**src/hdl/pfvt_pkg.sv**
```systemverilog
`timescale 1ns / 1ps

package pfvt_pkg;

    localparam logic [5:0] VER_NONE = 6'd32;

    typedef enum logic [1:0] {
        ST_UNINIT = 2'd0,
        ST_EMPTY  = 2'd1,
        ST_VALID  = 2'd2
    } slot_status_t;

    typedef enum logic [2:0] {
        REJ_NONE       = 3'd0,
        REJ_MALFORMED  = 3'd1,
        REJ_VER_LOST   = 3'd2,
        REJ_EMPTY_DUP  = 3'd3,
        REJ_OTHER_DUP  = 3'd4,
        REJ_EVENT_DUP  = 3'd5
    } reject_code_t;

    typedef struct packed {
        logic [15:0] evt_ident;
        logic [31:0] start_sec;
        logic [31:0] stop_sec;
        logic [2:0]  run_state;
        logic        ca_mode;
    } event_t;

    typedef struct packed {
        logic [7:0] sect_no;
        logic [7:0] last_sect_no;
        logic [7:0] segment_last_section;
        logic [4:0] version_number;
        logic [7:0] num_events;
        logic       actual;
        event_t     evt;
    } section_t;

    typedef struct packed {
        logic         accepted;
        reject_code_t reject_code;
        logic         ver_changed;
        logic         change_complete;
        logic         status_changed;
    } result_t;

    typedef struct packed {
        logic                    table_valid;
        logic [5:0]              tbl_ver;
        slot_status_t [1:0]      slot_status;
        logic [1:0][5:0]         slot_version;
        event_t [1:0]            slot_event;
    } table_t;

    typedef struct packed {
        logic         store;
        logic         slot;
        logic         inval;
        slot_status_t status;
        logic [5:0]   version;
        event_t       evt;
    } update_t;

endpackage

```
**src/hdl/pfvt_decide.sv**
```systemverilog
`timescale 1ns / 1ps

module pfvt_decide (
    input  pfvt_pkg::section_t sec,
    input  pfvt_pkg::table_t   tbl,
    output pfvt_pkg::result_t  res,
    output pfvt_pkg::update_t  upd
);

    logic                   malformed;
    logic                   slot;
    logic [5:0]             ver_ext;
    logic [4:0]             ver_succ;
    logic                   next_ver;
    logic                   same_ver;
    logic                   evt_match;
    logic                   inval;
    pfvt_pkg::slot_status_t cur_status;
    pfvt_pkg::slot_status_t eff_status;
    logic [5:0]             eff_ver_cur;
    logic [5:0]             eff_ver_oth;
    pfvt_pkg::reject_code_t reject;

    assign malformed = (sec.sect_no > 8'd1) || (sec.last_sect_no > 8'd1)
                    || (sec.num_events > 8'd1)
                    || (sec.sect_no > sec.last_sect_no)
                    || (sec.segment_last_section != sec.last_sect_no);

    assign slot       = sec.sect_no[0];
    assign ver_ext    = {1'b0, sec.version_number};
    assign ver_succ   = tbl.tbl_ver[4:0] + 5'd1;
    assign next_ver   = (ver_succ == sec.version_number);
    assign same_ver   = (tbl.tbl_ver == ver_ext);
    assign cur_status = tbl.slot_status[slot];
    assign evt_match  = (tbl.slot_event[slot] == sec.evt);

    always_comb begin
        reject = pfvt_pkg::REJ_NONE;
        inval  = 1'b0;
        priority if (malformed) begin
            reject = pfvt_pkg::REJ_MALFORMED;
        end else if (tbl.table_valid && tbl.tbl_ver == pfvt_pkg::VER_NONE) begin
            reject = pfvt_pkg::REJ_VER_LOST;
        end else if (tbl.table_valid && cur_status != pfvt_pkg::ST_UNINIT) begin
            priority if (next_ver) begin
                inval = 1'b1;
            end else if (same_ver) begin
                priority if (sec.num_events == 8'd0) begin
                    priority if (cur_status == pfvt_pkg::ST_EMPTY) begin
                        reject = pfvt_pkg::REJ_EMPTY_DUP;
                    end else if (!sec.actual) begin
                        reject = pfvt_pkg::REJ_OTHER_DUP;
                    end else begin
                        inval = 1'b1;
                    end
                end else if (cur_status == pfvt_pkg::ST_VALID && evt_match) begin
                    reject = pfvt_pkg::REJ_EVENT_DUP;
                end else begin
                    inval = 1'b0;
                end
            end else begin
                inval = 1'b0;
            end
        end else begin
            inval = 1'b0;
        end
    end

    // slot view after a possible invalidation
    assign eff_status  = inval ? pfvt_pkg::ST_UNINIT : cur_status;
    assign eff_ver_cur = inval ? pfvt_pkg::VER_NONE : tbl.slot_version[slot];
    assign eff_ver_oth = inval ? pfvt_pkg::VER_NONE : tbl.slot_version[~slot];

    always_comb begin
        res = '0;
        res.reject_code = reject;
        if (reject == pfvt_pkg::REJ_NONE) begin
            res.accepted        = 1'b1;
            res.ver_changed     = (eff_ver_cur != ver_ext);
            res.change_complete = (eff_ver_oth == ver_ext);
            res.status_changed  = (eff_status == pfvt_pkg::ST_VALID)
                               && (tbl.slot_event[slot].run_state
                                   != sec.evt.run_state);
        end
    end

    assign upd.store   = (reject == pfvt_pkg::REJ_NONE);
    assign upd.slot    = slot;
    assign upd.inval   = inval;
    assign upd.status  = (sec.num_events != 8'd0) ? pfvt_pkg::ST_VALID : pfvt_pkg::ST_EMPTY;
    assign upd.version = ver_ext;
    assign upd.evt     = sec.evt;

endmodule

```
**src/hdl/pfvt_table.sv**
```systemverilog
`timescale 1ns / 1ps

module pfvt_table (
    input  logic              aclk,
    input  logic              aresetn,
    input  logic              en,
    input  pfvt_pkg::update_t upd,
    output pfvt_pkg::table_t  tbl
);

    logic                            table_valid_reg, table_valid_next;
    logic [5:0]                      tbl_ver_reg, tbl_ver_next;
    pfvt_pkg::slot_status_t [1:0]    slot_status_reg, slot_status_next;
    logic [1:0][5:0]                 slot_version_reg, slot_version_next;
    pfvt_pkg::event_t [1:0]          slot_event_reg;

    always_comb begin
        table_valid_next   = table_valid_reg;
        tbl_ver_next       = tbl_ver_reg;
        slot_status_next   = slot_status_reg;
        slot_version_next  = slot_version_reg;
        if (en && upd.store) begin
            if (upd.inval) begin
                slot_status_next[~upd.slot]  = pfvt_pkg::ST_UNINIT;
                slot_version_next[~upd.slot] = pfvt_pkg::VER_NONE;
            end
            table_valid_next              = 1'b1;
            tbl_ver_next                  = upd.version;
            slot_status_next[upd.slot]    = upd.status;
            slot_version_next[upd.slot]   = upd.version;
        end
    end

    always_ff @(posedge aclk) begin
        if (!aresetn) begin
            table_valid_reg   <= 1'b0;
            tbl_ver_reg       <= pfvt_pkg::VER_NONE;
            slot_status_reg   <= '{pfvt_pkg::ST_UNINIT, pfvt_pkg::ST_UNINIT};
            slot_version_reg  <= {pfvt_pkg::VER_NONE, pfvt_pkg::VER_NONE};
        end else begin
            table_valid_reg   <= table_valid_next;
            tbl_ver_reg       <= tbl_ver_next;
            slot_status_reg   <= slot_status_next;
            slot_version_reg  <= slot_version_next;
        end
    end

    // event data is only looked at while its slot is valid
    always_ff @(posedge aclk) begin
        if (en && upd.store) begin
            slot_event_reg[upd.slot] <= upd.evt;
        end
    end

    assign tbl.table_valid   = table_valid_reg;
    assign tbl.tbl_ver       = tbl_ver_reg;
    assign tbl.slot_status   = slot_status_reg;
    assign tbl.slot_version  = slot_version_reg;
    assign tbl.slot_event    = slot_event_reg;

endmodule

```
**src/hdl/pf_section_version_tracker_top.sv**
```systemverilog
`timescale 1ns / 1ps
// channel | ports      | handshake         | carries
// input   | s_*        | s_valid / s_ready | section header and first event
// result  | m_*        | m_valid / m_ready | verdict and change flags
//
// one word per cycle each way unless the result stalls; a result reaches the
// m_ ports through the input register, then the result register
// the table state is updated as a word moves from the input register to the
// result register, so the following word already sees it
// synchronous active-low reset clears valid flags, slot status, versions
// a stalled result holds the input register; s_ready then follows m_ready

module pf_section_version_tracker_top (
    input  logic        aclk,
    input  logic        aresetn,
    input  logic        s_valid,
    output logic        s_ready,
    input  logic [7:0]  s_section_number,
    input  logic [7:0]  s_last_section_number,
    input  logic [7:0]  s_segment_last_section,
    input  logic [4:0]  s_version_number,
    input  logic [7:0]  s_event_count,
    input  logic        s_actual,
    input  logic [15:0] s_event_id,
    input  logic [31:0] s_start_time,
    input  logic [31:0] s_end_time,
    input  logic [2:0]  s_running_status,
    input  logic        s_is_scrambled,
    output logic        m_valid,
    input  logic        m_ready,
    output logic        m_accepted,
    output logic [2:0]  m_reject_code,
    output logic        m_version_changed,
    output logic        m_change_complete,
    output logic        m_status_changed
);

    logic               in_valid_reg, in_valid_next;
    pfvt_pkg::section_t in_word_reg;
    logic               out_valid_reg, out_valid_next;
    pfvt_pkg::result_t  out_word_reg;
    logic               advance;
    pfvt_pkg::table_t   tbl;
    pfvt_pkg::result_t  res;
    pfvt_pkg::update_t  upd;

    assign advance = in_valid_reg && (!out_valid_reg || m_ready);
    assign s_ready = !in_valid_reg || advance;

    always_comb begin
        in_valid_next = in_valid_reg;
        if (s_valid && s_ready) begin
            in_valid_next = 1'b1;
        end else if (advance) begin
            in_valid_next = 1'b0;
        end
        out_valid_next = out_valid_reg;
        if (advance) begin
            out_valid_next = 1'b1;
        end else if (m_ready) begin
            out_valid_next = 1'b0;
        end
    end

    always_ff @(posedge aclk) begin
        if (!aresetn) begin
            in_valid_reg  <= 1'b0;
            out_valid_reg <= 1'b0;
        end else begin
            in_valid_reg  <= in_valid_next;
            out_valid_reg <= out_valid_next;
        end
    end

    always_ff @(posedge aclk) begin
        if (s_valid && s_ready) begin
            in_word_reg.sect_no              <= s_section_number;
            in_word_reg.last_sect_no         <= s_last_section_number;
            in_word_reg.segment_last_section <= s_segment_last_section;
            in_word_reg.version_number       <= s_version_number;
            in_word_reg.num_events           <= s_event_count;
            in_word_reg.actual               <= s_actual;
            in_word_reg.evt.evt_ident        <= s_event_id;
            in_word_reg.evt.start_sec        <= s_start_time;
            in_word_reg.evt.stop_sec         <= s_end_time;
            in_word_reg.evt.run_state        <= s_running_status;
            in_word_reg.evt.ca_mode          <= s_is_scrambled;
        end
        if (advance) begin
            out_word_reg <= res;
        end
    end

    pfvt_decide u_decide (
        .sec (in_word_reg),
        .tbl (tbl),
        .res (res),
        .upd (upd)
    );

    pfvt_table u_table (
        .aclk    (aclk),
        .aresetn (aresetn),
        .en      (advance),
        .upd     (upd),
        .tbl     (tbl)
    );

    assign m_valid           = out_valid_reg;
    assign m_accepted        = out_word_reg.accepted;
    assign m_reject_code     = out_word_reg.reject_code;
    assign m_version_changed = out_word_reg.ver_changed;
    assign m_change_complete = out_word_reg.change_complete;
    assign m_status_changed  = out_word_reg.status_changed;

endmodule
```
**config.mk**
```make
export PLATFORM = sky130hd
export DESIGN_NAME = pf_section_version_tracker_top
export DESIGN_NICKNAME = d
export VERILOG_FILES = /design/src/hdl/pfvt_pkg.sv /design/src/hdl/pfvt_decide.sv /design/src/hdl/pfvt_table.sv /design/src/hdl/pf_section_version_tracker_top.sv
export SDC_FILE = /design/constraint.sdc
export NUM_CORES = 1
export LEC_CHECK = 0
export ABC_AREA = 0
export BUFFER_PORTS_ARGS = -buffer_cell sky130_fd_sc_hd__buf_4
export CORE_MARGIN = 1.5
export CORE_UTILIZATION = 45
export DETAILED_ROUTE_END_ITERATION = 8
export GPL_TIMING_DRIVEN = 0
export PLACE_DENSITY = 0.77
export SLEW_MARGIN = 40
export SYNTH_ARGS = -nofsm -noshare
export SYNTH_HDL_FRONTEND = slang
export SYNTH_SLANG_ARGS = --single-unit
```
**constraint.sdc**
```tcl
create_clock -name aclk -period 7.4 [get_ports aclk]
set_clock_uncertainty 0.15 [all_clocks]
set_input_delay 0.37 -clock aclk [delete_from_list [all_inputs] [get_ports aclk]]
set_output_delay 0.37 -clock aclk [all_outputs]
set_load 0.005 [all_outputs]
```
After elaboration in Yosys (flattened, before gate mapping). Cells that the tools add are included.

Register bits: 322. Input bits: 126. Output and inout bits: 9. Logic and storage cells: 134.

Add/subtract/negate cells: 1. Magnitude comparators: 8. Equal/unequal tests: 11. Mux-type cells: 51. Bitwise operators: 6. Reduce and logical (&&, ||, !) cells: 23.

Operator list (count): 84-bit two-way mux (3); 168-bit bitwise mux (1); 84-bit demux with 1-bit select (1); 84-bit == test (1); 6-bit two-way mux (8); 3-bit two-way mux (9); 8-bit by 1-bit > comparator with 1-bit output, second input constant (3); 12-bit two-way mux (2); 1-bit two-way mux (13); 12-bit bitwise mux (1); 6-bit demux with 1-bit select (2); 6-bit by 5-bit == test with 1-bit output (2); 2-bit two-way mux (6); 10-bit bitwise AND (1); 10-bit NOT (1); 1-bit logical AND (9); 8-bit > comparator (1); 8-bit logical NOT (1); 4-bit two-way mux (2); 8-bit inequality test (1); 8-bit nonzero test (1); 6-bit == test, second input constant (1); 1-bit logical OR (6); 6-bit by 5-bit inequality test with 1-bit output (1); other kinds (16) (23).

Logic depth before layout (Yosys ltp).
Depth after elaboration: 15. Gate-level depth with buffers: 19. Depth with buffers taken out: 10.

By module. From an unflattened synthesis, not the netlist that was laid out.

Cells, all modules: 833. Area total of the unflattened synthesis: 13317.8 sq um.

Modules (own cells, without submodules): pfvt_table (times used 1, cells an instance 267, area an instance 5906.9 sq um, seq. area each 5505.3 sq um); pf_section_version_tracker_top (times used 1, cells an instance 138, area an instance 3977.6 sq um, seq. area each 3913.8 sq um); pfvt_decide (times used 1, cells an instance 428, area an instance 3433.3 sq um, seq. area each 0.0 sq um).

Worst setup path after synthesis. No wires, ideal clock.

Kind: flip-flop to flip-flop. Start point: register in_word_reg[114] (netlist bit). End point: register u_table.slot_event_reg (netlist bit u_table.tbl[0]) (enable). Setup time: 527 ps. Arrival: 6226 ps. Data required time: 6723 ps. Path slack: 497 ps. Cell stages (with the launch flop): 17. Buffers on the path: 6. Period minus slack after synthesis: 6903 ps. Cell sequence: edfxtp_1 -> buf_2 -> buf_6 -> buf_6 -> buf_6 -> clkbuf_1 -> inv_1 -> clkbuf_1 -> ha_1 -> nor2b_1 -> o21ai_1 -> a31oi_1 -> o22ai_1 -> nand2_2 -> nor2_1 -> o21ai_1 -> nor2_1.

Cells in the longest elaborated chain, start to end: 13. Elaborated cells between the ends (all ways): 26. Classes of those cells: 2 x order compare; 3 x eq/ne; 12 x mux; 9 x reduce/logical.

RTL lines: start, declared (RTL line pf_section_version_tracker_top.sv:39) `pfvt_pkg::section_t in_word_reg;`; 84-bit two-way mux (not written as such) / 2-bit two-way mux (equally long branches) (RTL line pfvt_decide.sv:35, pfvt_decide.sv:34); 84-bit two-way mux / 2-bit two-way mux (equally long branches); 84-bit == test / 2-bit == test (equally long branches) (RTL line pfvt_decide.sv:35, pfvt_decide.sv:56); 1-bit logical AND (RTL line pfvt_decide.sv:56) `end else if (cur_status == pfvt_pkg::ST_VALID && evt_match) begin`; 3-bit two-way mux (RTL line pfvt_decide.sv:56); 3-bit two-way mux (RTL line pfvt_decide.sv:48) `priority if (sec.num_events == 8'd0) begin`; 3-bit two-way mux (RTL line pfvt_decide.sv:47) `end else if (same_ver) begin`; 3-bit two-way mux (RTL line pfvt_decide.sv:45) `priority if (next_ver) begin`; 3-bit two-way mux (RTL line pfvt_decide.sv:44) `end else if (tbl.table_valid && cur_status != pfvt_pkg::ST_UNINIT) begin`; 3-bit two-way mux (RTL line pfvt_decide.sv:42) `end else if (tbl.table_valid && tbl.tbl_ver == pfvt_pkg::VER_NONE) begin`; 3-bit two-way mux (*) (RTL line pfvt_decide.sv:40) `priority if (malformed) begin`; 3-bit logical NOT (*) (RTL line pfvt_decide.sv:87) `assign upd.store = (reject == pfvt_pkg::REJ_NONE);`; 1-bit logical AND (*) (RTL line pfvt_table.sv:50) `if (en && upd.store) begin`; end signal, assigned by index (RTL line pfvt_table.sv:51) `slot_event_reg[upd.slot] <= upd.evt;`; end, declared (RTL line pfvt_table.sv:15) `pfvt_pkg::event_t [1:0] slot_event_reg;`.

Every way passes the cells marked *; elsewhere a longest branch is shown, timed or not. The select of a mux whose other input is x is not followed. A chain may end at the register's enable or synchronous reset.

Final worst setup path.
Start point: register in_word_reg[114] (netlist bit). End point: register u_table.slot_event_reg (netlist bit u_table.tbl[138]) (enable).

Same word-level chain as after synthesis.

==> results.json <==
{
  "ios": 135,
  "cp-end-kind": "flip-flop",
  "synthAdderAreaFrac_pct": 0.980,
  "r2r_cells": 19,
  "syn_nets": 900,
  "fin_nets": 1208,
  "ys_seq_elements": 322,
  "diodes": 0,
  "viasPerCell": 5.21,
  "antenna_found_initial": 0,
  "clkPwrFrac_pct": 41.7,
  "vias": 7685,
  "hold_ws_ns": 0.0475,
  "htreeDepth": 2,
  "clk_latency_ns": 0.52,
  "leakage_uw": 0.00608,
  "drive_gt1_share_pct": 20.3,
  "row_count": 61,
  "p_int_uw": 3160,
  "mostFrequentLayoutCell": "edfxtp_1",
  "combPwrFrac_pct": 6.2,
  "tightestPinTransition_ns": 0.793,
  "crit_path_max_fanout": 16,
  "grt.total_usage_pct": 19.2,
  "syn_area_per_cell_um2": 16.7,
  "r2r-start": "in_word_reg[114]",
  "required_ns": 7.46,
  "cts_inserted_buffers": 35,
  "fill_cells": 2012,
  "mostFrequentLayoutCells": "297 x edfxtp_1, 137 x buf_4, 123 x dlygate4sd3_1, 92 x mux2i_1, 57 x xnor2_1",
  "drc_errors": 0,
  "grt-ovfl-total": 0,
  "drv_cap": 0,
  "hold_viol": 0,
  "clockBufferDepth": 3,
  "synth-xor-area-share_pct": 5.28,
  "grt_max_degree": 33,
  "place_congestion": 0.885,
  "die_x_um": 171,
  "drv_slew": 0,
  "area_delta_synth_final_pct": 32.3,
  "status": "completed",
  "async_reset_ff_share_pct": 0,
  "synth_cell_type_count": 50,
  "drt_iter0_markers": 505,
  "placed_area_um2": 14600,
  "synthFlopType": "edfxtp_1",
  "p_sw_share_pct": 20.7,
  "rsz0062_at_grt": "false",
  "power.density_nw_per_um2": 236,
  "yosysSeqAreaShare_pct": 73.8,
  "place_hpwl_mm": 17.5,
  "cts_tree": "done",
  "r2r_end": "u_table.tbl[138]",
  "crit_path_start_kind": "flip-flop",
  "die_h_um": 171,
  "drt_first_pass_iters": 5,
  "r2r_slack_ns": 2.19,
  "grt_pass1_wl_mm": 42.7,
  "cp.arrival_ns": 5.27,
  "final_core_util_pct": 60.6,
  "antenna_left": 0,
  "start_util_pct": 45.8,
  "die_area_um2": 29400,
  "wl_per_cell_um": 18.6,
  "crit_end": "u_table.tbl[138]",
  "fmax_ghz": 0.192,
  "fin_area_um2": 16900,
  "startpoint": "in_word_reg[114]",
  "fin_crit_ns": 5.21,
  "switching_power_uw": 822,
  "syn-cell-area_um2": 12800,
  "pwr-share-seq_pct": 52.0,
  "totalWireLength_mm": 27.4,
  "fin_crit_sh_pct": 70.4,
  "synth_top_family_by_area": "multiplexers",
  "setup_viol": 0,
  "vdd_ir_drop_max_uv": 168,
  "coreArea_um2": 27900,
  "path_class": "flip-flop to flip-flop",
  "synth_edf_count": 297,
  "relSlewSlack_pct": 47.2,
  "whs_path_depth": 4,
  "ys.warnings.count": 0,
  "cts.reportedPaths.clkPinSlew_ns": 0.06,
  "synthSimpleGateAreaFrac_pct": 5.75,
  "layout_setup_ws_ns": 2.19,
  "post-cts-setup-buffers": 0,
  "cts_sinks": 322,
  "synth_compound_area_share_pct": 5.13,
  "largest_register_ffs": 184,
  "synth_cells": 764,
  "synthMuxAreaShare_pct": 7.22,
  "hold_path.class": "input port to flip-flop",
  "cts_root_buffer": "clkbuf_16",
  "io_buffer_count": 133,
  "dp_slack_ns": 2.27,
  "grt_pass1_vias": 7820
}
-- power by group through the flow --
stage                     clock (µW)  combinational (µW)  sequential [µW]
after CTS                       1690                 247             2070
after floorplan                    0                 100             2100
after global placement             0                 183             2110
after detailed placement           0                 193             2110
final                           1660                 248             2070
after global routing            1770                 267             2080
-- what timing repair did --
item / 4_1_cts / 5_1_grt
hold buffers: 123 / 0
endpoints found under the hold margin: 123 / 0
resized for setup: 0 / 0
-- per-stage QoR --
step           TNS (ns)  total power, µW  instances
2_1_floorplan         0             2200        764
3_3_place_gp    -436.80             2300       1275
3_5_place_dp          0             2300       1290
4_1_cts               0             4010       1474
5_1_grt               0             4110       1474
6_report              0             3980       1474
-- area by class of cell --
cell class	count	area (µm²)	share of cell area (%)
Sequential cell	322	9420	55.8
Tap cell	378	473	2.80
Buffer	27	174	1.03
Clock inverter	17	170	1.01
Multi-Input combinational cell	399	3130	18.5
Clock buffer	44	910	5.39
Inverter	16	60.1	0.356
Timing Repair Buffer	271	2540	15.1
-- worst max-delay path, cell delays in order, from the launching register on --
cell and delay, ns:
edfxtp_1 0.37, buf_2 0.16, buf_6 0.17, buf_6 0.18, buf_6 0.16, clkbuf_1 0.27
inv_1 0.14, clkbuf_1 0.47, ha_1 0.26, nor2b_1 0.05, o21ai_1 0.12, a31oi_1 0.09
o22ai_1 0.42, nand2_2 0.18, nor2_1 0.41, o21ai_1 0.30, nor2_4 0.38, buf_16 0.22
buf_8 0.18, buf_16 0.17
-- layer usage --
metal	GRT usage (%)	share of wire, %
met5	0	0
met4	7.97	3.2
met3	3.18	4.7
met2	31.3	49
met1	25.6	43
-- worst min path at each step --
stage	endpoint	slack [ns]	from
2_1_floorplan	u_table.tbl[171]	0.30	u_table.tbl[171]
3_3_place_gp	u_table.tbl[168]	0.32	u_table.tbl[168]
3_5_place_dp	u_table.tbl[168]	0.33	u_table.tbl[168]
4_1_cts	m_valid	0.03	m_ready
5_1_grt	m_valid	0.10	m_ready
6_report	m_valid	0.05	m_ready
-- Yosys cell counts (3+ instances only) --
cell	number	area [µm²]
o211ai_1	5	37.5
buf_6	7	78.8
nor2_1	18	67.6
clkbuf_1	12	45.0
a31oi_1	4	25.0
a22o_1	6	52.6
nor3_2	3	30.0
mux2i_1	92	921
nor2b_1	7	43.8
nor4_1	22	138
inv_1	15	56.3
nor3_1	8	40.0
dfxtp_1	25	500
nand4_1	13	81.3
o32ai_1	14	123
o22ai_1	8	50.1
a21oi_1	19	95.1
ha_1	10	125
nand3_1	13	65.1
xnor2_1	57	499
o21ai_1	3	15.0
edfxtp_1	297	8920
buf_2	4	20.0
o2bb2ai_1	15	131
nand2_1	30	113
xor2_1	20	175
a22oi_1	3	22.5
buf_4	4	30.0
-- cell families (layout without fill, tap and decap cells) --
kind of cell | count (synthesis) | in the layout
fa+ha+maj | 10 | 10
mux | 92 | 92
simple gates | 132 | 132
xor+xnor | 77 | 77
buf+inv | 43 | 375
flops | 322 | 322
compound gates | 88 | 88
(Power assumes the default switching activity.)
